### src/rtl/core/cab_hdr_pkg.sv
// ----------------------------------------------------------------------------
// Cabinet header detector package
// Transfer types, register indexes and fixed constants shared by the detector.
// ----------------------------------------------------------------------------
package cab_hdr_pkg;

    localparam int unsigned POS_W   = 40;
    localparam int unsigned SPAN_W  = 41;
    localparam int unsigned COUNT_W = 16;
    localparam int unsigned CFG_IDX_W  = 2;
    localparam int unsigned CFG_DATA_W = 16;

    // Signature "MSCF" as it appears in the window, first byte highest.
    localparam logic [31:0] SIG_WORD = 32'h4D53_4346;

    localparam logic [COUNT_W-1:0] MAX_FILE_COUNT_RST = 16'd4000;
    localparam logic [7:0]         VERSION_MINOR_RST  = 8'd3;
    localparam logic [7:0]         VERSION_MAJOR_RST  = 8'd1;

    // Configuration register indexes.
    localparam logic [CFG_IDX_W-1:0] REG_MAX_FILE_COUNT = 2'd0;
    localparam logic [CFG_IDX_W-1:0] REG_VERSION_MINOR  = 2'd1;
    localparam logic [CFG_IDX_W-1:0] REG_VERSION_MAJOR  = 2'd2;

    // Result status codes.
    localparam logic [1:0] ST_SEARCHING = 2'd0;
    localparam logic [1:0] ST_CANDIDATE = 2'd1;
    localparam logic [1:0] ST_DETECTED  = 2'd2;
    localparam logic [1:0] ST_HELD      = 2'd3;

    // Header offsets at which the candidate is checked.
    localparam logic [POS_W-1:0] OFS_RESERVED1 = 40'd15;
    localparam logic [POS_W-1:0] OFS_FILES_OFS = 40'd19;
    localparam logic [POS_W-1:0] OFS_RESERVED3 = 40'd23;
    localparam logic [POS_W-1:0] OFS_VER_MINOR = 40'd24;
    localparam logic [POS_W-1:0] OFS_VER_MAJOR = 40'd25;
    localparam logic [POS_W-1:0] OFS_FOLDERS   = 40'd27;
    localparam logic [POS_W-1:0] OFS_FILES     = 40'd29;
    localparam logic [POS_W-1:0] SIG_LAG       = 40'd11;

    typedef struct packed {
        logic              action;
        logic [7:0]        data_byte;
        logic [POS_W-1:0]  byte_pos;
    } in_item_t;

    typedef struct packed {
        logic [1:0]        status;
        logic [SPAN_W-1:0] span_start;
        logic [SPAN_W-1:0] span_end;
    } out_item_t;

endpackage

### src/rtl/core/cabinet_header_detector_top.sv
// ----------------------------------------------------------------------------
// Cabinet header detector
// Scans a byte stream for a cabinet header and reports the span of its data.
// ----------------------------------------------------------------------------
// The detector takes one stream byte per cycle and returns exactly one result
// per byte, registered in the cycle after the input transfer. The input is ready
// whenever the result register is empty or being emptied in the same cycle, so
// a continuous stream runs at one byte per clock and only backpressure on the
// result channel slows it. All header parsing happens in a single
// combinational pass from the held state to the result register; the data span
// additions are split so that no path chains two wide adds. Configuration
// writes are always accepted and should be made while the stream is idle.
module cabinet_header_detector_top (
    input  logic                                 aclk,
    input  logic                                 aresetn,
    input  logic                                 s_valid,
    output logic                                 s_ready,
    input  cab_hdr_pkg::in_item_t                s_item,
    output logic                                 m_valid,
    input  logic                                 m_ready,
    output cab_hdr_pkg::out_item_t               m_item,
    input  logic                                 cfg_valid,
    output logic                                 cfg_ready,
    input  logic [cab_hdr_pkg::CFG_IDX_W-1:0]    cfg_index,
    input  logic [cab_hdr_pkg::CFG_DATA_W-1:0]   cfg_data
);

    localparam logic [1:0] PH_SEARCH = 2'd0;
    localparam logic [1:0] PH_CAND   = 2'd1;
    localparam logic [1:0] PH_DONE   = 2'd2;

    localparam int unsigned POS_W  = cab_hdr_pkg::POS_W;
    localparam int unsigned SPAN_W = cab_hdr_pkg::SPAN_W;
    localparam int unsigned MUL_W  = 21;

    // Configuration registers
    logic [15:0] max_file_count_reg;
    logic [7:0]  ver_minor_reg;
    logic [7:0]  ver_major_reg;

    // Parser state
    logic [31:0]       win0_reg, win1_reg, win2_reg;
    logic [31:0]       win0_next, win1_next, win2_next;
    logic [1:0]        phase_reg, phase_next;
    logic [POS_W-1:0]  header_pos_reg, header_pos_next;
    logic [31:0]       cab_size_reg, cab_size_next;
    logic [31:0]       files_ofs_reg, files_ofs_next;
    logic [MUL_W-1:0]  fc26_reg, fc26_next;
    logic [MUL_W-1:0]  fc20_reg, fc20_next;
    logic [SPAN_W-1:0] start_base_reg, start_base_next;
    logic [SPAN_W-1:0] end_base_reg, end_base_next;
    logic [SPAN_W-1:0] found_start_reg, found_start_next;
    logic [SPAN_W-1:0] found_end_reg, found_end_next;

    logic                   m_valid_reg;
    cab_hdr_pkg::out_item_t m_item_reg;
    cab_hdr_pkg::out_item_t result;

    logic              s_accept;
    logic [POS_W-1:0]  rel_pos;
    logic [32:0]       mark;
    logic [31:0]       le_word;
    logic [15:0]       le_half;
    logic [POS_W-1:0]  hdr_cand;
    logic [1:0]        status;

    assign s_accept  = s_valid && s_ready;
    assign s_ready   = !m_valid_reg || m_ready;
    assign m_valid   = m_valid_reg;
    assign m_item    = m_item_reg;
    assign cfg_ready = 1'b1;

    always_ff @(posedge aclk) begin
        if (!aresetn) begin
            max_file_count_reg <= cab_hdr_pkg::MAX_FILE_COUNT_RST;
            ver_minor_reg      <= cab_hdr_pkg::VERSION_MINOR_RST;
            ver_major_reg      <= cab_hdr_pkg::VERSION_MAJOR_RST;
        end else if (cfg_valid && cfg_ready) begin
            case (cfg_index)
                cab_hdr_pkg::REG_MAX_FILE_COUNT: max_file_count_reg <= cfg_data;
                cab_hdr_pkg::REG_VERSION_MINOR:  ver_minor_reg      <= cfg_data[7:0];
                cab_hdr_pkg::REG_VERSION_MAJOR:  ver_major_reg      <= cfg_data[7:0];
                default: ;
            endcase
        end
    end

    always_comb begin
        win0_next        = {win0_reg[23:0], s_item.data_byte};
        win1_next        = {win1_reg[23:0], win0_reg[31:24]};
        win2_next        = {win2_reg[23:0], win1_reg[31:24]};
        phase_next       = phase_reg;
        header_pos_next  = header_pos_reg;
        cab_size_next    = cab_size_reg;
        files_ofs_next   = files_ofs_reg;
        fc26_next        = fc26_reg;
        fc20_next        = fc20_reg;
        start_base_next  = start_base_reg;
        end_base_next    = end_base_reg;
        found_start_next = found_start_reg;
        found_end_next   = found_end_reg;
        status           = cab_hdr_pkg::ST_SEARCHING;

        // Multi-byte header fields are little-endian; the newest byte is the
        // most significant one.
        le_word  = {win0_next[7:0], win0_next[15:8], win0_next[23:16], win0_next[31:24]};
        le_half  = {win0_next[7:0], win0_next[15:8]};
        hdr_cand = s_item.byte_pos - cab_hdr_pkg::SIG_LAG;
        rel_pos  = s_item.byte_pos - header_pos_reg;
        mark     = {1'b0, files_ofs_reg} + 33'd7;

        if (s_item.action) begin
            win0_next        = '0;
            win1_next        = '0;
            win2_next        = '0;
            phase_next       = PH_SEARCH;
            header_pos_next  = '0;
            cab_size_next    = '0;
            files_ofs_next   = '0;
            fc26_next        = '0;
            fc20_next        = '0;
            found_start_next = '0;
            found_end_next   = '0;
        end else begin
            case (phase_reg)
                PH_SEARCH: begin
                    if (win2_next == cab_hdr_pkg::SIG_WORD && win1_next == '0
                            && win0_next != '0) begin
                        phase_next      = PH_CAND;
                        header_pos_next = hdr_cand;
                        cab_size_next   = le_word;
                        files_ofs_next  = '0;
                        fc26_next       = '0;
                        fc20_next       = '0;
                        status          = cab_hdr_pkg::ST_CANDIDATE;
                    end
                end
                PH_CAND: begin
                    status = cab_hdr_pkg::ST_CANDIDATE;
                    if (rel_pos == cab_hdr_pkg::OFS_RESERVED1 && win0_next != '0) begin
                        phase_next = PH_SEARCH;
                    end else if (rel_pos == cab_hdr_pkg::OFS_FILES_OFS) begin
                        files_ofs_next  = le_word;
                        start_base_next = {1'b0, header_pos_reg} + {9'd0, le_word};
                        end_base_next   = {1'b0, header_pos_reg} + {9'd0, cab_size_reg};
                        if (le_word == '0 || le_word > cab_size_reg) begin
                            phase_next = PH_SEARCH;
                        end
                    end else if (rel_pos == cab_hdr_pkg::OFS_RESERVED3 && win0_next != '0) begin
                        phase_next = PH_SEARCH;
                    end else if (rel_pos == cab_hdr_pkg::OFS_VER_MINOR
                            && s_item.data_byte != ver_minor_reg) begin
                        phase_next = PH_SEARCH;
                    end else if (rel_pos == cab_hdr_pkg::OFS_VER_MAJOR
                            && s_item.data_byte != ver_major_reg) begin
                        phase_next = PH_SEARCH;
                    end else if (rel_pos == cab_hdr_pkg::OFS_FOLDERS) begin
                        if (le_half == '0) begin
                            phase_next = PH_SEARCH;
                        end
                    end else if (rel_pos == cab_hdr_pkg::OFS_FILES) begin
                        // Scale the file count now so the span is one add later.
                        fc26_next = MUL_W'({5'd0, le_half} * 21'd26);
                        fc20_next = MUL_W'({5'd0, le_half} * 21'd20);
                        if (le_half == '0 || le_half > max_file_count_reg) begin
                            phase_next = PH_SEARCH;
                        end
                    end else if (files_ofs_reg != '0 && rel_pos == {7'd0, mark}) begin
                        // The first byte of the first file entry must have its top bit clear.
                        if (win1_next[31]) begin
                            phase_next = PH_SEARCH;
                        end
                    end else if (files_ofs_reg != '0 && rel_pos > {7'd0, mark}) begin
                        found_start_next = start_base_reg + {20'd0, fc26_reg};
                        found_end_next   = end_base_reg + {20'd0, fc20_reg};
                        phase_next       = PH_DONE;
                        status           = cab_hdr_pkg::ST_DETECTED;
                    end
                    if (phase_next == PH_SEARCH) begin
                        status = cab_hdr_pkg::ST_SEARCHING;
                    end
                end
                default: begin
                    status = cab_hdr_pkg::ST_HELD;
                end
            endcase
        end

        result.status     = status;
        result.span_start = found_start_next;
        result.span_end   = found_end_next;
    end

    always_ff @(posedge aclk) begin
        if (!aresetn) begin
            m_valid_reg     <= 1'b0;
            phase_reg       <= PH_SEARCH;
            win0_reg        <= '0;
            win1_reg        <= '0;
            win2_reg        <= '0;
            header_pos_reg  <= '0;
            cab_size_reg    <= '0;
            files_ofs_reg   <= '0;
            fc26_reg        <= '0;
            fc20_reg        <= '0;
            start_base_reg  <= '0;
            end_base_reg    <= '0;
            found_start_reg <= '0;
            found_end_reg   <= '0;
        end else begin
            if (s_accept) begin
                m_valid_reg     <= 1'b1;
                phase_reg       <= phase_next;
                win0_reg        <= win0_next;
                win1_reg        <= win1_next;
                win2_reg        <= win2_next;
                header_pos_reg  <= header_pos_next;
                cab_size_reg    <= cab_size_next;
                files_ofs_reg   <= files_ofs_next;
                fc26_reg        <= fc26_next;
                fc20_reg        <= fc20_next;
                start_base_reg  <= start_base_next;
                end_base_reg    <= end_base_next;
                found_start_reg <= found_start_next;
                found_end_reg   <= found_end_next;
            end else if (m_ready) begin
                m_valid_reg <= 1'b0;
            end
        end
    end

    always_ff @(posedge aclk) begin
        if (s_accept) begin
            m_item_reg <= result;
        end
    end

    // A result that reports no detection carries zero spans.
    a_span_zero_unless_found: assert property (@(posedge aclk) disable iff (!aresetn)
        m_valid_reg && (m_item_reg.status == cab_hdr_pkg::ST_SEARCHING
                        || m_item_reg.status == cab_hdr_pkg::ST_CANDIDATE)
        |-> m_item_reg.span_start == '0 && m_item_reg.span_end == '0)
        else $error("span reported without detection");

    // Once detected, the spans hold until a reset action is transferred.
    a_span_held: assert property (@(posedge aclk) disable iff (!aresetn)
        phase_reg == PH_DONE && !(s_accept && s_item.action)
        |=> $stable(found_start_reg) && $stable(found_end_reg))
        else $error("held span changed");

    // While searching no span is remembered.
    a_search_clear: assert property (@(posedge aclk) disable iff (!aresetn)
        phase_reg == PH_SEARCH |-> found_start_reg == '0 && found_end_reg == '0)
        else $error("stale span in search state");

endmodule
### config.mk
export PLATFORM = sky130hd
export DESIGN_NAME = cabinet_header_detector_top
export DESIGN_NICKNAME = d
export VERILOG_FILES = /design/src/rtl/core/cab_hdr_pkg.sv /design/src/rtl/core/cabinet_header_detector_top.sv
export SDC_FILE = /design/constraint.sdc
export NUM_CORES = 2
export LEC_CHECK = 0
export BUFFER_PORTS_ARGS = -buffer_cell sky130_fd_sc_hd__buf_4
export CAP_MARGIN = 20
export CORE_UTILIZATION = 29
export DETAILED_ROUTE_END_ITERATION = 10
export MAX_ROUTING_LAYER = met4
export PLACE_DENSITY = 0.48
export REMOVE_ABC_BUFFERS = 1
export SLEW_MARGIN = 40
export SYNTH_ARGS = -nofsm -noshare
export SYNTH_HDL_FRONTEND = slang
export SYNTH_SLANG_ARGS = --single-unit
### constraint.sdc
create_clock -name aclk -period 6.4 [get_ports aclk]
set_input_delay 0.64 -clock aclk [delete_from_list [all_inputs] [get_ports aclk]]
set_output_delay 0.64 -clock aclk [all_outputs]
set_load 0.05 [all_outputs]
After elaboration in Yosys (flattened, before gate mapping)
Index checks and enable logic that the tools add are counted.

Bits in registers: 517. Input port bits: 72. Output and inout port bits: 87. Word-level logic and storage cells: 177.

$add $sub $neg: 7. Multipliers: 2. $lt $le $gt $ge: 3. Equality and inequality tests: 23. Muxes and demuxes: 87. Bitwise operators: 2. Reduce and logical (&&, ||, !) cells: 33.

Operator list (number): $mux 41 (22); $mux 21 (17); $mux 32 (9); $eq 40x5->1 const B (6); $mux 40 (3); $pmux 21 s2 (2); $add 40x32->41 (2); $add 41x21->41 (2); $logic_not 32->1 (2); $pmux 32 s2 (1); $reduce_bool 32->1 (2); $mux 2 (27); $eq 40x33->1 (1); $eq 40x4->1 const B (1); $gt 40x33->1 (1); $sub 40x4->40 const B (1); $sub 40x40->40 (1); $add 32x3->33 const B (1); $eq 32x31->1 const B (1); $gt 32x32->1 (1); $ne 3x3->1 const B (9); $mux 24 (1); $mul 16x4->20 const B (1); $mul 16x3->19 const B (1); 18 further kinds (42).

Longest topological paths before layout
Depth after elaboration: 17. Depth in mapped cells: 28. Mapped depth without buffers: 25.

Worst setup path before layout
OpenSTA, ideal clock, no wires.

Kind: input -> register. Start: input port s_item[6] (netlist bit). End: register m_item_reg (netlist bit m_item[10]), data pin. Library setup time: 0.266 ns. Arrival time: 5.040 ns. Required time: 6.134 ns. Setup slack: 1.094 ns. Stages on the path: 23. Buffers on the path: 3. Cells stage by stage: ha_1 buf_2 and3_1 a2bb2oi_1 a21boi_1 o31ai_1 a21oi_2 o21ai_0 a21boi_0 xnor2_1 ha_1 and3_1 nand3_1 nor2_1 mux2_2 a31oi_1 o31ai_1 a211oi_2 and2_1 buf_2 buf_2 mux2i_1 nor2_1.

Longest elaborated chain between the ends: 14. Elaborated cells between the ends (all ways): 27. Classes of those cells: 1 x add/sub; 1 x order compare; 8 x eq/ne; 11 x mux; 6 x reduce/logical.

RTL lines: start: declaration (line cabinet_header_detector_top.sv:18) `input cab_hdr_pkg::in_item_t s_item,`; $sub 40x40->40 * (line cabinet_header_detector_top.sv:109) `rel_pos = s_item.byte_pos - header_pos_reg;`; $gt 40x33->1 (line cabinet_header_detector_top.sv:173) `end else if (files_ofs_reg != '0 && rel_pos > {7'd0, mark}) begin`; $logic_and 1x1->1 (line cabinet_header_detector_top.sv:173); $mux 41 (line cabinet_header_detector_top.sv:173); $mux 41 (line cabinet_header_detector_top.sv:168) `end else if (files_ofs_reg != '0 && rel_pos == {7'd0, mark}) begin`; $mux 41 (line cabinet_header_detector_top.sv:161) `end else if (rel_pos == cab_hdr_pkg::OFS_FILES) begin`; $mux 41 (line cabinet_header_detector_top.sv:157) `end else if (rel_pos == cab_hdr_pkg::OFS_FOLDERS) begin`; $mux 41 (line cabinet_header_detector_top.sv:154) `end else if (rel_pos == cab_hdr_pkg::OFS_VER_MAJOR`; $mux 41 (line cabinet_header_detector_top.sv:151) `end else if (rel_pos == cab_hdr_pkg::OFS_VER_MINOR`; $mux 41 (line cabinet_header_detector_top.sv:149) `end else if (rel_pos == cab_hdr_pkg::OFS_RESERVED3 && win0_next != '0) begin`; $mux 41 (line cabinet_header_detector_top.sv:142) `end else if (rel_pos == cab_hdr_pkg::OFS_FILES_OFS) begin`; $mux 41 * (line cabinet_header_detector_top.sv:140) `if (rel_pos == cab_hdr_pkg::OFS_RESERVED1 && win0_next != '0) begin`; $mux 41 * (line cabinet_header_detector_top.sv:125) `case (phase_reg)`; $mux 41 * (line cabinet_header_detector_top.sv:112) `if (s_item.action) begin`; via found_end_next[10] (line cabinet_header_detector_top.sv:53) `logic [SPAN_W-1:0] found_end_reg, found_end_next;`; end signal: assignment (line cabinet_header_detector_top.sv:234) `m_item_reg <= result;`; end: declaration (line cabinet_header_detector_top.sv:56) `cab_hdr_pkg::out_item_t m_item_reg;`.

Mark *: on every way through the listed nets, which the timed path passes. The rest lies on a longest branch. A chain may end at the register's enable or synchronous reset.

Final worst setup path
Start: register header_pos_reg[2]. End: register m_item_reg (netlist bit m_item[40]), data pin.

Longest elaborated chain between the ends: 14. Elaborated cells between the ends (all ways): 27. Classes of those cells: 1 x add/sub; 1 x order compare; 8 x eq/ne; 11 x mux; 6 x reduce/logical.

RTL lines: start: declaration (line cabinet_header_detector_top.sv:45) `logic [POS_W-1:0] header_pos_reg, header_pos_next;`; start signal: assignment (line cabinet_header_detector_top.sv:217) `header_pos_reg <= header_pos_next;`; $sub 40x40->40 * (line cabinet_header_detector_top.sv:109); $gt 40x33->1 (line cabinet_header_detector_top.sv:173); $logic_and 1x1->1 (line cabinet_header_detector_top.sv:173); $mux 41 (line cabinet_header_detector_top.sv:173); $mux 41 (line cabinet_header_detector_top.sv:168); $mux 41 (line cabinet_header_detector_top.sv:161); $mux 41 (line cabinet_header_detector_top.sv:157); $mux 41 (line cabinet_header_detector_top.sv:154); $mux 41 (line cabinet_header_detector_top.sv:151); $mux 41 (line cabinet_header_detector_top.sv:149); $mux 41 (line cabinet_header_detector_top.sv:142); $mux 41 * (line cabinet_header_detector_top.sv:140); $mux 41 * (line cabinet_header_detector_top.sv:125); $mux 41 * (line cabinet_header_detector_top.sv:112); via found_end_next[40] (line cabinet_header_detector_top.sv:53).

Marks and branches as above.

==> results.yml <==
floorplan:
  dieWidth_um: 342
  row_count: 124
  initial_utilization: 0.293
  floorplan.die.height_um: 342
  die-area_sq_mm: 0.117
  io_pins: 159
  fp.coreArea_sq_mm: 0.114
critical_path:
  critical_path.startpoint_type: "flip-flop"
  required_ps: 6850
  crit_fanout: 13
  end_kind: "flip-flop"
  r2r_slack_ps: 520
  cp.arrival_ps: 6340
  critPathKind: "reg2reg"
global_routing:
  antenna_found_initial: 5
  grt_overflow: 0
  grt_start_max_net_pins: 122
  wire_length_of_the_first_global_routing_pass_mm: 175
  grt.total_usage: 0.199
  number_of_global_route_vias_before_repair: 28200
route:
  drt.antenna.violating_nets: 0
  via_per_inst: 5.12
  detailroute.via_count: 29600
  drtPass1Iterations: 6
  drc: 0
  dr.first_iter.drc_count: 2219
  post_detailed_routing_wire_length_mm: 115
  avgRoutedWirePerCell_um: 19.8
timing:
  setup-violations-final: 0
  slew_headroom: 0.406
  max_slew.worst_pin.slew_ps: 891
  post-route-period-util: 0.919
  fmax_mhz: 170
  setup_repair_after_global_routing_missed_its_margin: "false"
  timing.final.ws_setup_ps: 517
  fin_worst_skew_ps: 37.3
  setup_tns_ps: 0
  slew_viol_final: 0
  hold_worst_slack_ps: 236
  layout_min_cycle_time_ps: 5880
  hold_viol_final: 0
outcome:
  status: "completed"
place:
  placer_congestion_estimate: 0.956
  post-dp-hpwl_mm: 86.3
  buffer_ports.inserted: 157
  dp_cells: 5667
  pre_cts_ws_ps: 257
cts:
  worst_setup_hold_path_clk_slew_ps: 60
  tritoncts_clock_tree: "done"
  tritoncts.num_buffers: 67
  cts.htree.levels: 3
  cts_buffer_depth: 3
  cts.sinks: 511
  post-cts-setup-buffers: 0
  post_cts_hold_buffer_count: 0
  total_of_cells_resized_after_clock_tree_synthesis: 0
  clk-insertion-delay-late_ps: 640
  root_buffer: "sky130_fd_sc_hd__clkbuf_16"
logic_synthesis:
  postSynth.asyncResetShare: 0
  postSynthAreaPerCell_sq_um: 8.09
  synth.distinct_cells: 79
  postSynthRegisterBits: 511
  number_of_flops_mapped_to_enable_cells_by_yosys: 84
  yosysWarnings: 0
  mappedNetlistArea_sq_mm: 0.0335
  synthesis.instances: 4138
  synth-seq-area-share: 0.331
  ys_dominant_reg_cell: "sky130_fd_sc_hd__dfxtp_1"
job:
  timing.max_cap.violations: 0
finish:
  layout.cells.most_common: "sky130_fd_sc_hd__nand2_1"
  final_layout_size_suffix_gt1_frac: 0.0982
  multi_input_comb_area_sq_mm: 0.0208
  num-fill-cells: 12100
  area_growth_pct: 15.7
  most-common-layout-cells: "501 x sky130_fd_sc_hd__nand2_1, 439 x sky130_fd_sc_hd__nor2_1, 422 x sky130_fd_sc_hd__dfxtp_1"
  regArea_sq_mm: 0.0111
  final_cell_count_without_fillers: 5789
  antenna_cells: 0
  largest_register_ff_count: 84
  post_layout_nets: 4612
pwr:
  vdd_drop_max_v: 0.000140
  power-per-cell-area_mw_per_mm2: 219
  power.leakage_nw: 15.4
min_path:
  worst_hold_path_type: "in2reg"
-- cell families after synthesis --
kind of cell,after synthesis,share of synthesized area
DFF,511,0.331
AOI/OAI and AO/OA,998,0.192
and+or+nand+nor,1550,0.216
buffers and inverters,432,0.0510
xor gates and xnor gates,267,0.0698
muxes,64,0.0192
adders and majority gates,315,0.122
other,1,0.000112
-- synth_stat cells (9+ instances only) --
cell	n	share of area
sky130_fd_sc_hd__nor3_1	73	0.011
sky130_fd_sc_hd__buf_1	9	0.0010
sky130_fd_sc_hd__or4_1	12	0.0027
sky130_fd_sc_hd__a21o_1	86	0.019
sky130_fd_sc_hd__nand3b_1	13	0.0029
sky130_fd_sc_hd__dfxtp_1	427	0.26
sky130_fd_sc_hd__xnor2_1	161	0.042
sky130_fd_sc_hd__fa_1	19	0.011
sky130_fd_sc_hd__o21bai_1	17	0.0038
sky130_fd_sc_hd__o21a_1	64	0.014
sky130_fd_sc_hd__nor2b_1	38	0.0071
sky130_fd_sc_hd__o21ai_1	25	0.0037
sky130_fd_sc_hd__a21oi_1	385	0.058
sky130_fd_sc_hd__a2bb2oi_1	10	0.0026
sky130_fd_sc_hd__nand4_1	84	0.016
sky130_fd_sc_hd__a22oi_1	59	0.013
sky130_fd_sc_hd__buf_2	40	0.0060
sky130_fd_sc_hd__or3_1	20	0.0037
sky130_fd_sc_hd__mux2i_1	63	0.019
sky130_fd_sc_hd__ha_1	296	0.11
sky130_fd_sc_hd__o211ai_1	14	0.0031
sky130_fd_sc_hd__nand2_1	502	0.056
sky130_fd_sc_hd__and2_1	49	0.0092
sky130_fd_sc_hd__clkbuf_1	157	0.018
sky130_fd_sc_hd__o311ai_0	9	0.0024
sky130_fd_sc_hd__o21ai_0	143	0.021
sky130_fd_sc_hd__nand2b_1	31	0.0058
sky130_fd_sc_hd__xor2_1	106	0.028
sky130_fd_sc_hd__a211oi_2	40	0.015
sky130_fd_sc_hd__and3_1	90	0.017
sky130_fd_sc_hd__nand3_1	116	0.017
sky130_fd_sc_hd__a211oi_1	26	0.0058
sky130_fd_sc_hd__edfxtp_1	84	0.075
sky130_fd_sc_hd__o22ai_1	9	0.0017
sky130_fd_sc_hd__o31ai_1	11	0.0025
sky130_fd_sc_hd__inv_1	218	0.024
sky130_fd_sc_hd__a31oi_1	18	0.0034
sky130_fd_sc_hd__nor4_1	43	0.0080
sky130_fd_sc_hd__nor2_1	440	0.049
-- critical path: stages (launching register included) --
cell                       delay (ps)
sky130_fd_sc_hd__dfxtp_1          490
sky130_fd_sc_hd__inv_1             90
sky130_fd_sc_hd__ha_1             240
sky130_fd_sc_hd__or2_1            250
sky130_fd_sc_hd__o21ai_0          350
sky130_fd_sc_hd__o21ai_0          260
sky130_fd_sc_hd__a21boi_1         450
sky130_fd_sc_hd__o21bai_1         190
sky130_fd_sc_hd__a211oi_1         330
sky130_fd_sc_hd__nor2_1            90
sky130_fd_sc_hd__ha_1             310
sky130_fd_sc_hd__a21o_1           110
sky130_fd_sc_hd__a21o_1           100
sky130_fd_sc_hd__a21oi_1           70
sky130_fd_sc_hd__o21ai_0          150
sky130_fd_sc_hd__nor2_1            80
sky130_fd_sc_hd__mux2_2           260
sky130_fd_sc_hd__a31oi_1          290
sky130_fd_sc_hd__o31ai_1          150
sky130_fd_sc_hd__a211oi_2         370
sky130_fd_sc_hd__and2_4           330
sky130_fd_sc_hd__buf_4            260
sky130_fd_sc_hd__buf_4            210
sky130_fd_sc_hd__nor2_1            60
sky130_fd_sc_hd__a211oi_2         180
-- final cells by class --
class | count | share of cell area
multi-input combinational | 3195 | 0.537
timing repair buffer | 230 | 0.0486
sequential | 511 | 0.286
inverter | 220 | 0.0216
clock inverter | 32 | 0.00981
clock buffer | 89 | 0.0488
tap | 1512 | 0.0488
-- per-layer routing --
metal	global-route usage	vias up	wire (um)
li1	-	14700	-
met2	0.308	629	51200
met5	-	-	0
met1	0.275	14100	56100
met3	0.0222	126	5100
met4	0.0473	0	2070
-- final timing paths --
| kind | start | endpoint | cells past startpoint |
|---|---|---|---|
| min reg2reg | fc26_reg[16] | fc26_reg[16] | 2 |
| max | header_pos_reg[2] | m_item[40] | 24 |
| min | cfg_data[9] | max_file_count_reg[9] | 3 |
| max reg2reg | header_pos_reg[2] | m_item[40] | 24 |
-- stage by stage --
step           utilization  power [W]  cell area [sq um]
3_5_place_dp         0.319    0.00463              36400
5_1_grt              0.339    0.00883              38800
4_1_cts              0.339    0.00857              38700
6_report             0.339    0.00847              38800
3_3_place_gp         0.318    0.00463              36400
2_1_floorplan            -    0.00417              32600
-- report_power, final --
group	internal, W	switching (W)
Sequential	0.00331	0.0000445
Clock	0.00234	0.00156
Combinational	0.000412	0.000806
Power figures use the tool's default switching activity.
